### config.mk
export PLATFORM = sky130hd
export DESIGN_NAME = polygon_area_newell_flat
export DESIGN_NICKNAME = d
export VERILOG_FILES = /design/src/rtl/pan_pkg.sv /design/src/rtl/pan_vertex_if.sv /design/src/rtl/pan_result_if.sv /design/src/rtl/polygon_area_newell.sv /design/src/rtl/pan_ctrl.sv /design/src/rtl/pan_dp.sv /design/src/flat_wrapper.sv
export SDC_FILE = /design/constraint.sdc
export NUM_CORES = 2
export LEC_CHECK = 0
export ABC_AREA = 1
export BUFFER_PORTS_ARGS = -buffer_cell sky130_fd_sc_hd__buf_2
export CELL_PAD_IN_SITES_DETAIL_PLACEMENT = 1
export CELL_PAD_IN_SITES_GLOBAL_PLACEMENT = 1
export CORE_MARGIN = 4
export CORE_UTILIZATION = 48
export DETAILED_ROUTE_END_ITERATION = 6
export GPL_TIMING_DRIVEN = 0
export PLACE_DENSITY = 0.86
export SLEW_MARGIN = 0
export SYNTH_ARGS = -nofsm -noshare
export SYNTH_HDL_FRONTEND = slang
export SYNTH_HIERARCHICAL = 1
export SYNTH_SLANG_ARGS = --single-unit
### constraint.sdc
create_clock -name clk -period 12.3 [get_ports clk]
set_input_delay 1.23 -clock clk [delete_from_list [all_inputs] [get_ports clk]]
set_output_delay 1.23 -clock clk [all_outputs]
set_load 0.01 [all_outputs]
### src/rtl/pan_pkg.sv
package pan_pkg;

	localparam int COORD_W = 16;
	localparam int SUM_W   = 42;
	localparam int AREA_W  = 41;
	localparam int MUL_W   = 22;
	localparam int PROD_W  = 2 * MUL_W;
	localparam int HALF_W  = SUM_W / 2;
	localparam int ROOT_W  = 44;
	localparam int SQ_W    = 2 * ROOT_W;
	localparam int REM_W   = ROOT_W + 4;
	localparam int STEP_W  = 6;

	localparam logic [1:0] AXIS_X = 2'd0;
	localparam logic [1:0] AXIS_Y = 2'd1;
	localparam logic [1:0] AXIS_Z = 2'd2;

	localparam logic [1:0] PART_LL = 2'd0;
	localparam logic [1:0] PART_HL = 2'd1;
	localparam logic [1:0] PART_HH = 2'd2;

	localparam logic [STEP_W-1:0] SQ_LAST   = STEP_W'(12);
	localparam logic [STEP_W-1:0] ROOT_LAST = STEP_W'(ROOT_W - 1);

	typedef enum logic [1:0] {
		RES_ZERO,
		RES_SAT,
		RES_ROOT
	} res_sel_t;

	typedef struct packed {
		logic       take;
		logic       edge_mul;
		logic       edge_acc;
		logic [1:0] axis;
		logic [1:0] axis_acc;
		logic       close;
		logic       sq_clr;
		logic       sq_mag;
		logic       sq_mul;
		logic       sq_acc;
		logic [1:0] part;
		logic       root_step;
		logic       load_res;
		res_sel_t   res_sel;
	} cmd_t;

	typedef struct packed {
		logic has_prev;
		logic in_last;
		logic ovf;
		logic few;
		logic out_free;
	} sts_t;

endpackage

### src/rtl/pan_vertex_if.sv
interface pan_vertex_if;
	logic               valid;
	logic               ready;
	logic signed [15:0] x_coord;
	logic signed [15:0] y_coord;
	logic signed [15:0] z_coord;
	logic               last_vertex;

	modport source (output valid, output x_coord, output y_coord, output z_coord,
		output last_vertex, input ready);
	modport sink (input valid, input x_coord, input y_coord, input z_coord,
		input last_vertex, output ready);
endinterface

### src/rtl/pan_result_if.sv
interface pan_result_if;
	logic        valid;
	logic        ready;
	logic [40:0] area;
	logic        vertex_overflow;

	modport source (output valid, output area, output vertex_overflow, input ready);
	modport sink (input valid, input area, input vertex_overflow, output ready);
endinterface

### src/rtl/polygon_area_newell.sv
// vertices: one with a predecessor sends x, y, z edge terms through one shared multiplier
//   (states M0, M1, M2, ACC); one that opens a polygon or is past the limit skips them
// closing: under three vertices loads zero, overflow saturates, else the closing edge,
//   squares, 44-bit root at one bit a cycle; loads wait until the prior result is taken
// reset: arst_n clears the controller, vertex count, sums and output valid at once
module polygon_area_newell #(
	parameter int MAX_VERTS = 64
) (
	input  logic            clk,
	input  logic            arst_n,
	pan_vertex_if.sink      vtx,
	pan_result_if.source    res
);
	import pan_pkg::*;

	cmd_t cmd;
	sts_t sts;

	// controller: sequences edge terms, closing edge, squares, root steps and the result load
	pan_ctrl u_ctrl (
		.clk      (clk),
		.arst_n   (arst_n),
		.in_valid (vtx.valid),
		.in_ready (vtx.ready),
		.sts      (sts),
		.cmd      (cmd)
	);

	// datapath: vertex registers, newell sums, shared multiplier, square root,
	// and the result register that lets new vertices in while a result waits
	pan_dp #(
		.MAX_VERTS (MAX_VERTS)
	) u_dp (
		.clk             (clk),
		.arst_n          (arst_n),
		.x_coord         (vtx.x_coord),
		.y_coord         (vtx.y_coord),
		.z_coord         (vtx.z_coord),
		.last_vertex     (vtx.last_vertex),
		.cmd             (cmd),
		.sts             (sts),
		.out_valid       (res.valid),
		.out_ready       (res.ready),
		.area            (res.area),
		.vertex_overflow (res.vertex_overflow)
	);

`ifndef ASSERT_OFF
	// a result is never written over one that has not been taken
	a_no_overwrite: assert property (@(posedge clk) disable iff (!arst_n)
		cmd.load_res |-> sts.out_free)
		else $error("result register overwritten");

	// result valid appears only after a result load
	a_valid_from_load: assert property (@(posedge clk) disable iff (!arst_n)
		$rose(res.valid) |-> $past(cmd.load_res))
		else $error("result valid without load");

	// no vertex request is taken while the back end squares or takes the root
	a_no_take_in_back_end: assert property (@(posedge clk) disable iff (!arst_n)
		(vtx.valid && vtx.ready) |-> !(cmd.sq_mul || cmd.sq_acc || cmd.root_step))
		else $error("vertex taken during back end");
`endif
endmodule

### src/rtl/pan_ctrl.sv
module pan_ctrl (
	input  logic           clk,
	input  logic           arst_n,
	input  logic           in_valid,
	output logic           in_ready,
	input  pan_pkg::sts_t  sts,
	output pan_pkg::cmd_t  cmd
);
	import pan_pkg::*;

	typedef enum logic [3:0] {
		S_IDLE,
		S_M0,
		S_M1,
		S_M2,
		S_ACC,
		S_END,
		S_SQ,
		S_ROOT,
		S_RES
	} state_t;

	state_t              state_q;
	logic                closing_q;
	logic                last_q;
	logic [STEP_W-1:0]   step_q;
	res_sel_t            sel_q;
	logic [1:0]          phase;
	logic                take;

	assign phase    = step_q[1:0];
	assign in_ready = (state_q == S_IDLE) || (state_q == S_ACC && !closing_q && !last_q);
	assign take     = in_valid && in_ready;

	always_comb begin
		cmd          = '0;
		cmd.res_sel  = sel_q;
		cmd.take     = take;
		case (state_q)
			S_M0: begin
				cmd.edge_mul = 1'b1;
				cmd.axis     = AXIS_X;
			end
			S_M1: begin
				cmd.edge_mul = 1'b1;
				cmd.axis     = AXIS_Y;
				cmd.edge_acc = 1'b1;
				cmd.axis_acc = AXIS_X;
			end
			S_M2: begin
				cmd.edge_mul = 1'b1;
				cmd.axis     = AXIS_Z;
				cmd.edge_acc = 1'b1;
				cmd.axis_acc = AXIS_Y;
			end
			S_ACC: begin
				cmd.edge_acc = 1'b1;
				cmd.axis_acc = AXIS_Z;
				cmd.sq_clr   = closing_q;
			end
			S_END: begin
				cmd.close = !sts.ovf && !sts.few;
			end
			S_SQ: begin
				cmd.axis   = step_q[3:2];
				cmd.sq_mag = (phase == 2'd0) && (step_q != SQ_LAST);
				cmd.sq_mul = (phase != 2'd0);
				cmd.part   = phase - 2'd1;
				cmd.sq_acc = ((phase == 2'd0) && (step_q != '0)) || (phase[1] == 1'b1);
			end
			S_ROOT: begin
				cmd.root_step = 1'b1;
			end
			S_RES: begin
				cmd.load_res = sts.out_free;
			end
			default: begin
			end
		endcase
	end

	always_ff @(posedge clk or negedge arst_n) begin
		if (!arst_n) begin
			state_q   <= S_IDLE;
			closing_q <= 1'b0;
			last_q    <= 1'b0;
			step_q    <= '0;
			sel_q     <= RES_ZERO;
		end else begin
			case (state_q)
				S_IDLE: begin
					if (take) begin
						last_q  <= sts.in_last;
						state_q <= sts.has_prev ? S_M0 : (sts.in_last ? S_END : S_IDLE);
					end
				end
				S_M0: state_q <= S_M1;
				S_M1: state_q <= S_M2;
				S_M2: state_q <= S_ACC;
				S_ACC: begin
					if (take) begin
						last_q  <= sts.in_last;
						state_q <= sts.has_prev ? S_M0 : (sts.in_last ? S_END : S_IDLE);
					end else if (closing_q) begin
						step_q  <= '0;
						state_q <= S_SQ;
					end else if (last_q) begin
						state_q <= S_END;
					end else begin
						state_q <= S_IDLE;
					end
				end
				S_END: begin
					if (sts.ovf) begin
						sel_q   <= RES_SAT;
						state_q <= S_RES;
					end else if (sts.few) begin
						sel_q   <= RES_ZERO;
						state_q <= S_RES;
					end else begin
						closing_q <= 1'b1;
						state_q   <= S_M0;
					end
				end
				S_SQ: begin
					if (step_q == SQ_LAST) begin
						step_q  <= '0;
						state_q <= S_ROOT;
					end else begin
						step_q <= step_q + STEP_W'(1);
					end
				end
				S_ROOT: begin
					if (step_q == ROOT_LAST) begin
						sel_q   <= RES_ROOT;
						state_q <= S_RES;
					end else begin
						step_q <= step_q + STEP_W'(1);
					end
				end
				S_RES: begin
					if (sts.out_free) begin
						closing_q <= 1'b0;
						last_q    <= 1'b0;
						state_q   <= S_IDLE;
					end
				end
				default: state_q <= S_IDLE;
			endcase
		end
	end
endmodule

### src/rtl/pan_dp.sv
module pan_dp #(
	parameter int MAX_VERTS = 64
) (
	input  logic               clk,
	input  logic               arst_n,
	input  logic signed [15:0] x_coord,
	input  logic signed [15:0] y_coord,
	input  logic signed [15:0] z_coord,
	input  logic               last_vertex,
	input  pan_pkg::cmd_t      cmd,
	output pan_pkg::sts_t      sts,
	output logic               out_valid,
	input  logic               out_ready,
	output logic [40:0]        area,
	output logic               vertex_overflow
);
	import pan_pkg::*;

	localparam int CNT_W = $clog2(MAX_VERTS + 1);

	logic signed [COORD_W-1:0] in_v [3];
	logic signed [COORD_W-1:0] first_q [3];
	logic signed [COORD_W-1:0] prev_q [3];
	logic signed [COORD_W-1:0] op_a_q [3];
	logic signed [COORD_W-1:0] op_b_q [3];
	logic [CNT_W-1:0]          cnt_q;
	logic                      ovf_q;
	logic signed [SUM_W-1:0]   sum_q [3];
	logic signed [PROD_W-1:0]  prod_q;
	logic [1:0]                part_q;
	logic [SUM_W-1:0]          mag_q;
	logic [SQ_W-1:0]           sq_q;
	logic [REM_W-1:0]          rem_q;
	logic [ROOT_W-1:0]         root_q;
	logic                      out_valid_q;
	logic [AREA_W-1:0]         area_q;
	logic                      out_ovf_q;

	logic                      full;
	logic signed [COORD_W:0]   dif, smm;
	logic signed [MUL_W-1:0]   ma, mb;
	logic signed [SUM_W-1:0]   sel_sum;
	logic [SQ_W-1:0]           term;
	logic [REM_W-1:0]          rem_sh, trial;
	logic [ROOT_W-2:0]         half;
	logic [AREA_W-1:0]         area_root;
	logic [AREA_W-1:0]         res_area;

	assign in_v[0] = x_coord;
	assign in_v[1] = y_coord;
	assign in_v[2] = z_coord;

	assign full         = (cnt_q >= CNT_W'(MAX_VERTS));
	assign sts.has_prev = (cnt_q != '0) && !full;
	assign sts.in_last  = last_vertex;
	assign sts.ovf      = ovf_q;
	assign sts.few      = (cnt_q < CNT_W'(3));
	assign sts.out_free = !out_valid_q || out_ready;

	// edge term operands, a = earlier vertex, b = later vertex
	always_comb begin
		case (cmd.axis)
			AXIS_X: begin
				dif = {op_a_q[1][COORD_W-1], op_a_q[1]} - {op_b_q[1][COORD_W-1], op_b_q[1]};
				smm = {op_a_q[2][COORD_W-1], op_a_q[2]} + {op_b_q[2][COORD_W-1], op_b_q[2]};
			end
			AXIS_Y: begin
				dif = {op_a_q[2][COORD_W-1], op_a_q[2]} - {op_b_q[2][COORD_W-1], op_b_q[2]};
				smm = {op_a_q[0][COORD_W-1], op_a_q[0]} + {op_b_q[0][COORD_W-1], op_b_q[0]};
			end
			default: begin
				dif = {op_a_q[0][COORD_W-1], op_a_q[0]} - {op_b_q[0][COORD_W-1], op_b_q[0]};
				smm = {op_a_q[1][COORD_W-1], op_a_q[1]} + {op_b_q[1][COORD_W-1], op_b_q[1]};
			end
		endcase
	end

	// one shared multiplier for edge terms and square partial products
	always_comb begin
		if (cmd.sq_mul) begin
			ma = {1'b0, (cmd.part == PART_LL) ? mag_q[HALF_W-1:0] : mag_q[SUM_W-1:HALF_W]};
			mb = {1'b0, (cmd.part == PART_HH) ? mag_q[SUM_W-1:HALF_W] : mag_q[HALF_W-1:0]};
		end else begin
			ma = {{(MUL_W-COORD_W-1){dif[COORD_W]}}, dif};
			mb = {{(MUL_W-COORD_W-1){smm[COORD_W]}}, smm};
		end
	end

	always_comb begin
		case (cmd.axis)
			AXIS_X:  sel_sum = sum_q[0];
			AXIS_Y:  sel_sum = sum_q[1];
			default: sel_sum = sum_q[2];
		endcase
	end

	always_comb begin
		case (part_q)
			PART_LL: term = {{(SQ_W-SUM_W){1'b0}}, prod_q[SUM_W-1:0]};
			PART_HL: term = {{(SQ_W-SUM_W){1'b0}}, prod_q[SUM_W-1:0]} << (HALF_W + 1);
			default: term = {{(SQ_W-SUM_W){1'b0}}, prod_q[SUM_W-1:0]} << (2 * HALF_W);
		endcase
	end

	// one restoring square root step: two radicand bits in, one root bit out
	assign rem_sh = {rem_q[REM_W-3:0], sq_q[SQ_W-1:SQ_W-2]};
	assign trial  = rem_sh - {{(REM_W-ROOT_W-2){1'b0}}, root_q, 2'b01};

	assign half      = root_q[ROOT_W-1:1];
	assign area_root = (half[ROOT_W-2:AREA_W] != '0) ? {AREA_W{1'b1}} : half[AREA_W-1:0];

	always_comb begin
		case (cmd.res_sel)
			RES_SAT:  res_area = {AREA_W{1'b1}};
			RES_ROOT: res_area = area_root;
			default:  res_area = '0;
		endcase
	end

	always_ff @(posedge clk or negedge arst_n) begin
		if (!arst_n) begin
			cnt_q       <= '0;
			ovf_q       <= 1'b0;
			out_valid_q <= 1'b0;
			for (int i = 0; i < 3; i++) begin
				sum_q[i] <= '0;
			end
		end else begin
			if (cmd.take) begin
				if (full) begin
					ovf_q <= 1'b1;
				end else begin
					cnt_q <= cnt_q + CNT_W'(1);
				end
			end
			for (int i = 0; i < 3; i++) begin
				if (cmd.edge_acc && cmd.axis_acc == 2'(i)) begin
					sum_q[i] <= sum_q[i] + {{(SUM_W-34){prod_q[33]}}, prod_q[33:0]};
				end
			end
			if (cmd.load_res) begin
				cnt_q       <= '0;
				ovf_q       <= 1'b0;
				out_valid_q <= 1'b1;
				for (int i = 0; i < 3; i++) begin
					sum_q[i] <= '0;
				end
			end else if (out_ready) begin
				out_valid_q <= 1'b0;
			end
		end
	end

	always_ff @(posedge clk) begin
		if (cmd.take && !full) begin
			for (int i = 0; i < 3; i++) begin
				prev_q[i] <= in_v[i];
				if (cnt_q == '0) begin
					first_q[i] <= in_v[i];
				end else begin
					op_a_q[i] <= prev_q[i];
					op_b_q[i] <= in_v[i];
				end
			end
		end
		if (cmd.close) begin
			for (int i = 0; i < 3; i++) begin
				op_a_q[i] <= prev_q[i];
				op_b_q[i] <= first_q[i];
			end
		end
		if (cmd.edge_mul || cmd.sq_mul) begin
			prod_q <= ma * mb;
			part_q <= cmd.part;
		end
		if (cmd.sq_mag) begin
			mag_q <= sel_sum[SUM_W-1] ? SUM_W'(-sel_sum) : SUM_W'(sel_sum);
		end
		if (cmd.sq_clr) begin
			sq_q   <= '0;
			rem_q  <= '0;
			root_q <= '0;
		end else if (cmd.sq_acc) begin
			sq_q <= sq_q + term;
		end else if (cmd.root_step) begin
			sq_q <= {sq_q[SQ_W-3:0], 2'b00};
			if (rem_sh >= {{(REM_W-ROOT_W-2){1'b0}}, root_q, 2'b01}) begin
				rem_q  <= trial;
				root_q <= {root_q[ROOT_W-2:0], 1'b1};
			end else begin
				rem_q  <= rem_sh;
				root_q <= {root_q[ROOT_W-2:0], 1'b0};
			end
		end
		if (cmd.load_res) begin
			area_q    <= res_area;
			out_ovf_q <= (cmd.res_sel == RES_SAT);
		end
	end

	assign out_valid       = out_valid_q;
	assign area            = area_q;
	assign vertex_overflow = out_ovf_q;
endmodule
### src/flat_wrapper.sv
// flat-port wrapper written by rule: the top's interface ports become plain ports
module polygon_area_newell_flat import pan_pkg::*;
#(
	parameter int MAX_VERTS = 64
)
  (clk, arst_n, vtx_valid, vtx_x_coord, vtx_y_coord, vtx_z_coord, vtx_last_vertex, vtx_ready, res_valid, res_area, res_vertex_overflow, res_ready);
  pan_vertex_if vtx_i ();
  pan_result_if res_i ();
  input  logic clk;
  input  logic arst_n;
  input wire logic [$bits(vtx_i.valid)-1:0] vtx_valid;
  input wire logic [$bits(vtx_i.x_coord)-1:0] vtx_x_coord;
  input wire logic [$bits(vtx_i.y_coord)-1:0] vtx_y_coord;
  input wire logic [$bits(vtx_i.z_coord)-1:0] vtx_z_coord;
  input wire logic [$bits(vtx_i.last_vertex)-1:0] vtx_last_vertex;
  output wire logic [$bits(vtx_i.ready)-1:0] vtx_ready;
  output wire logic [$bits(res_i.valid)-1:0] res_valid;
  output wire logic [$bits(res_i.area)-1:0] res_area;
  output wire logic [$bits(res_i.vertex_overflow)-1:0] res_vertex_overflow;
  input wire logic [$bits(res_i.ready)-1:0] res_ready;
  assign vtx_i.valid = vtx_valid;
  assign vtx_i.x_coord = vtx_x_coord;
  assign vtx_i.y_coord = vtx_y_coord;
  assign vtx_i.z_coord = vtx_z_coord;
  assign vtx_i.last_vertex = vtx_last_vertex;
  assign vtx_ready = vtx_i.ready;
  assign res_valid = res_i.valid;
  assign res_area = res_i.area;
  assign res_vertex_overflow = res_i.vertex_overflow;
  assign res_i.ready = res_ready;
  polygon_area_newell #(.MAX_VERTS(MAX_VERTS)) u_core (.clk(clk), .arst_n(arst_n), .vtx(vtx_i), .res(res_i));
endmodule
---- After elaboration in Yosys (flattened, before gate mapping) ----
Memory sizes are Yosys's and may differ from the RTL's.
Index checks and enable logic that the tools add are counted.
cells by class
  add/sub/neg operators ................... 15
  multipliers ............................. 1
  order comparisons ....................... 3
  equal/unequal tests ..................... 30
  mux-type cells .......................... 79
  bitwise gates (word level) .............. 7
  reduce and logical (&&, ||, !) cells .... 54
operator list
  kind              number
  $mux W88          2
  $pmux W84 S2      1
  $add A42 B42 Y42  3
  $mux W126         1
  $mux W42          3
  $mux W16          6
  $add A88 B88 Y88  1
  $pmux W42 S2      1
  $mux W41          2
  $pmux W41 S2      1
  $pmux W17 S2      2
  $add A16 B16 Y17  3
  $sub A16 B16 Y17  3
  $ge A48 B46 Y1    1
  $mux W46          1
  $sub A46 B46 Y46  1
  $mux W22          2
  $mul A22 B22 Y42  1
  $mux W21          2
  $neg A42 Y42      1
  $pmux W4 S9       1
  $mux W1           26
  $mux W4           6
  $mux W6           4
  other kinds (42)  114
storage, ports and cells
  register bits after elaboration ......... 455
  RAM bits ................................ 192
  input bits .............................. 53
  memories ................................ 4
memory list
  name                 depth  bits a word  read ports  clocked after Yosys merged registers in  wr ports  line          source
  u_core.u_dp.first_q  3      16           3           0                                        3         pan_dp.sv:22  logic signed [COORD_W-1:0] first_q [3];
  u_core.u_dp.op_a_q   3      16           3           0                                        3         pan_dp.sv:24  logic signed [COORD_W-1:0] op_a_q [3];
  u_core.u_dp.op_b_q   3      16           3           0                                        3         pan_dp.sv:25  logic signed [COORD_W-1:0] op_b_q [3];
  u_core.u_dp.prev_q   3      16           3           0                                        3         pan_dp.sv:23  logic signed [COORD_W-1:0] prev_q [3];

---- Longest topological paths before layout ----
  depth after elaboration ................. 9
  depth in mapped cells ................... 44

---- Cells and area by module ----
Netlist, hierarchy kept.
modules (own cells, without submodules)
  module    times used  cells an instance  area an instance (sq um)  seq. area each (sq um)
  pan_dp    1           10,244             70,279.9                  16,550.9
  pan_ctrl  1           153                1,031.0                   350.3

---- Least setup slack after synthesis ----
OpenSTA, ideal clock, no wires.
  path kind ............................... input port to flip-flop
  from .................................... input vtx_valid
  to ...................................... memory u_core.u_dp.op_a_q[0][0], enable pin
  library setup time ...................... 0.683 ns
  data arrival time ....................... 10.998 ns
  data required time ...................... 11.617 ns
  path slack .............................. 0.619 ns
  stages .................................. 7
  path buffers ............................ 1
  cell sequence ........................... nand3_1 -> inv_1 -> buf_4 -> inv_1 -> nor2_1 -> inv_1 -> o21ai_0
RTL lines
  element          line                source
  start, declared  flat_wrapper.sv:11  input wire logic [$bits(vtx_i.valid)-1:0] vtx_valid;
  end, declared    pan_dp.sv:24

==> results list <==
* Status: finished, violations left
- The checks that failed: max-capacitance violations, max-slew violations.
- Number of flops mapped to enable cells by yosys: 320
- Number of maximum-capacitance violations: 1
- The share of synthesized area in the top cell type comes to approximately 16%.
* WP data arrival: 12320 ps
- Slowest library cell on the worst path: o21ai_0
- Setup repair after global routing left no endpoint under its margin.
- Violation count after the first detailed-route iteration: approximately 6k
* Global-route wire length before repair: approximately 490000 um
- Destination of the worst register-to-register timing path: u_core/u_dp/prod_q[39]
* Top cell by count, worst path: fa_1
- Largest delay contributor family on the critical path: adder cells
- Clock transition at path regs: ~70 ps
- The largest single stage delay on the critical path is a little under 1000 ps.
- Core ar.: around 150000 um^2
- Antenna violations before repair: 11
- Most area-consuming cells after synthesis: nand2_1 (16%), fa_1 (14%), edfxtp_1 (13%), inv_1 (9.8%), ha_1 (8.5%)
- Timing would allow up to 84.3 MHz.
* Root buffer selected by CTS: clkbuf_16
- Startpoint type of the worst setup path: register
- Cells fill 52.4% of the core in the end.
- Gates resized during post-CTS repair numbered 0.
- In this run the core area contains ~140 standard-cell rows.
- The H-tree was split into 3 levels.
- 97 I/O pins were placed.
- The path with the worst hold slack has its endpoint at u_core/u_dp/op_a_q[0][19].
- For this block, the routed nets add up to ~330000 um of wire.
- TritonCTS built the clock tree.
- The filler cells instantiated in the layout total between 15k and 20k.
- Startpoint of the most critical hold path: u_core/u_dp/prev_q[0][19]
- Buffers added on ports: 95
- Mean area per synthesized cell: 6.86 um^2
- Global routing used 41.1% of the available tracks.
- In this run, post-CTS hold repair placed 0 buffers.
- STA classifies the critical path endpoint as a register.
* Share of the clock period used by the worst path: a little over nine tenths
* Number of synthesized register bits: ~650
* Largest clock skew in the final design: roughly 76 ps
- For this run, the detailed router's first-pass iteration total came to 6.
- CTS buffer count: around 80
- Number of hold violations in the final report: 0
- Starting Density: between 40% and 50%
- Primary flip-flop cell chosen by synthesis mapping: edfxtp_1
* Post-detailed-route via-to-cell ratio: roughly 6
- Sequential-to-total area share from yosys stat: between 20% and 30%
* Final Max Slew Viols: 8
* GRT overflow: 0
- Max-slew headroom at the worst pin: -9.95%
* Die footprint: between 150000 and 200000 um^2
- Commonest non-fill, non-tap cells in the layout: nand2_1 (3031), inv_1 (1870), nor2_1 (1059)
- In this run the worst setup path begins at u_core/u_ctrl/state_q[0].
* Drt drc: 0
* Most frequent standard cell in the layout excluding fill and tap cells: nand2_1
* Length in cells of the worst reg-to-reg path: 34
- Measured along the x axis, the die boundary spans between 300 and 400 um.
- The clock passes through at most 3 buffers.
- Along the worst path, the maximum fanout reaches 10.
* Relative area change from synthesis to final layout: 8.49%
- Clock latency at the later pin of the worst-skew pair: 730 ps
- Once detailed placement completed, the half-perimeter wirelength came to ~270000 um.
- Pin count of the biggest net entering global routing: about 80
- Area leader, netlist: nand2_1
* Required arrival time at the worst endpoint: 12760 ps
- Total of endpoints with negative setup slack in the final report: 0
- Unique cell type count in the Yosys netlist: between 60 and 70
- Yosys printed 6 warnings.
* Synthesized Nets: 11.4k
- Minimum clock period: about 12000 ps
* Classification of the worst setup path: register to register
* Fraction of layout cells with a size suffix above 1: between 4 and 5%
- Buffer count from post-CTS setup fixing: 0
- The worst register-to-register path begins at u_core/u_ctrl/state_q[0].
- Setup slack on the worst reg-to-reg path comes out at 440 ps.
* Fraction of registers with async set or reset after synthesis: 23.0%
* Slew at the pin closest to its max-slew limit: 1640 ps
- After the last flow step, the layout net total stands at between 10k and 15k.
* Cells on Worst Hold Path: 0
- Buf/Inv on CP: 10
* DRT antenna net count: 0
- Routability-driven placement finished with a final weighted congestion of between 1 and 1.5.
- The final route contains roughly 74k vias.
- The tightest min-delay check is of the register to register type.
* Detail-routed net length per standard cell: between 20 and 30 um
- Post-synthesis instance area: approximately 71000 um^2
- Die Ht: slightly below 400 um
* Number of clock sinks: 647
- Vias in the first global route: approximately 79k
- Counting every instance in the synthesized netlist gives 10.4k.
how the worst max path moves through the flow:
stage	end	cells past startpoint	slack (ps)
2_1_floorplan	u_core/u_dp/op_a_q[0][0]	7	620
3_3_place_gp	u_core/u_dp/op_a_q[0][18]	8	-3360
3_5_place_dp	u_core/u_dp/prod_q[39]	33	860
4_1_cts	u_core/u_dp/prod_q[39]	33	710
5_1_grt	u_core/u_dp/prod_q[39]	35	160
6_report	u_core/u_dp/prod_q[39]	34	440
synthesized netlist by cell type, drive strengths merged (14+ instances only):
cell    instances
dfxtp         178
edfxtp        320
nand3         508
a21boi         21
a211oi         46
a21o           40
xnor2          44
a21oi         667
xor2          113
nand4          97
inv          1898
nor2         1080
o21ai         450
buf           117
nor3           57
dfrtp         149
or2            46
nor4           14
nand2        3048
and3           14
o22ai         116
nand3b         28
o221ai         38
ha            486
clkbuf        145
a31oi          70
o21bai         45
fa            495
o211ai         14
sequential cells by signal, indices dropped and copies added, names as in the netlist, 2 cells and up:
register	flops
u_core/u_ctrl/sel_q	2
u_core/u_ctrl/state_q	4
u_core/u_ctrl/step_q	6
u_core/u_dp/area	41
u_core/u_dp/cnt_q	7
u_core/u_dp/first_q	48
u_core/u_dp/mag_q	42
u_core/u_dp/op_a_q	48
u_core/u_dp/op_b_q	48
u_core/u_dp/part_q	2
u_core/u_dp/prev_q	48
u_core/u_dp/prod_q	42
u_core/u_dp/rem_q	46
u_core/u_dp/root_q	44
u_core/u_dp/sq_q	88
u_core/u_dp/sum_q	126
cells by family (layout without fill, tap and decap cells):
group / after synthesis / after routing / share of synthesized area [%]
compound gates: 1542 / 1542 / 12.4
flops: 647 / 647 / 23.7
fa+ha+maj: 981 / 981 / 22.4
simple gates: 4899 / 4899 / 27.8
buf+inv: 2171 / 2428 / 11.8
other cells: 0 / 6 / 0
xor+xnor: 157 / 157 / 1.93
layer usage:
| metal | wire (um) | track usage (%) | vias up | part of all wire, % |
|---|---|---|---|---|
| li1 | - | - | 33200 | - |
| met1 | 123000 | 47.5 | 36700 | 38 |
| met2 | 151000 | 68.5 | 3116 | 46 |
| met3 | 23100 | 7.34 | 1152 | 7.1 |
| met4 | 28900 | 30.1 | 12 | 8.9 |
| met5 | 69 | 0 | - | 0.021 |
through the flow:
stage / TNS, ps / setup WS [ps] / hold slack (ps) / std cells / instance area (um^2)
global placement: -320100 / -3360 / 401 / 12400 / 74200
finish: 0 / 440 / 414 / 12600 / 77400
detailed placement: 0 / 857 / 406 / 12400 / 74500
CTS: 0 / 713 / 413 / 12600 / 77300
global route: 0 / 163 / 418 / 12600 / 77300
floorplan: 0 / 619 / 400 / 10400 / 71300
final cells by class:
class | instances | area (um^2) | area share, %
Multi-Input combinational cell | 7579 | 46100 | 59.5
Sequential cell | 647 | 16900 | 21.8
Inverter | 1909 | 7170 | 9.27
Tap cell | 1930 | 2410 | 3.12
Clock buffer | 107 | 2220 | 2.88
Buffer | 262 | 1220 | 1.58
Timing Repair Buffer | 106 | 713 | 0.922
Clock inverter | 44 | 649 | 0.839
Antenna cell | 6 | 15.0 | 0.0194
worst reg2reg max path, delay by kind of cell (launching register included):
kind | cells | cell delay [ps]
and+or+nand+nor | 11 | 2000
AOI/OAI and AO/OA | 4 | 2110
buffers and inverters | 10 | 1670
adders and majority gates | 8 | 5130
DFF | 1 | 450
xor gates and xnor gates | 1 | 270
Power is not shown: default switching activity piles up to over one toggle a cycle in this logic, so the estimate is an artifact.
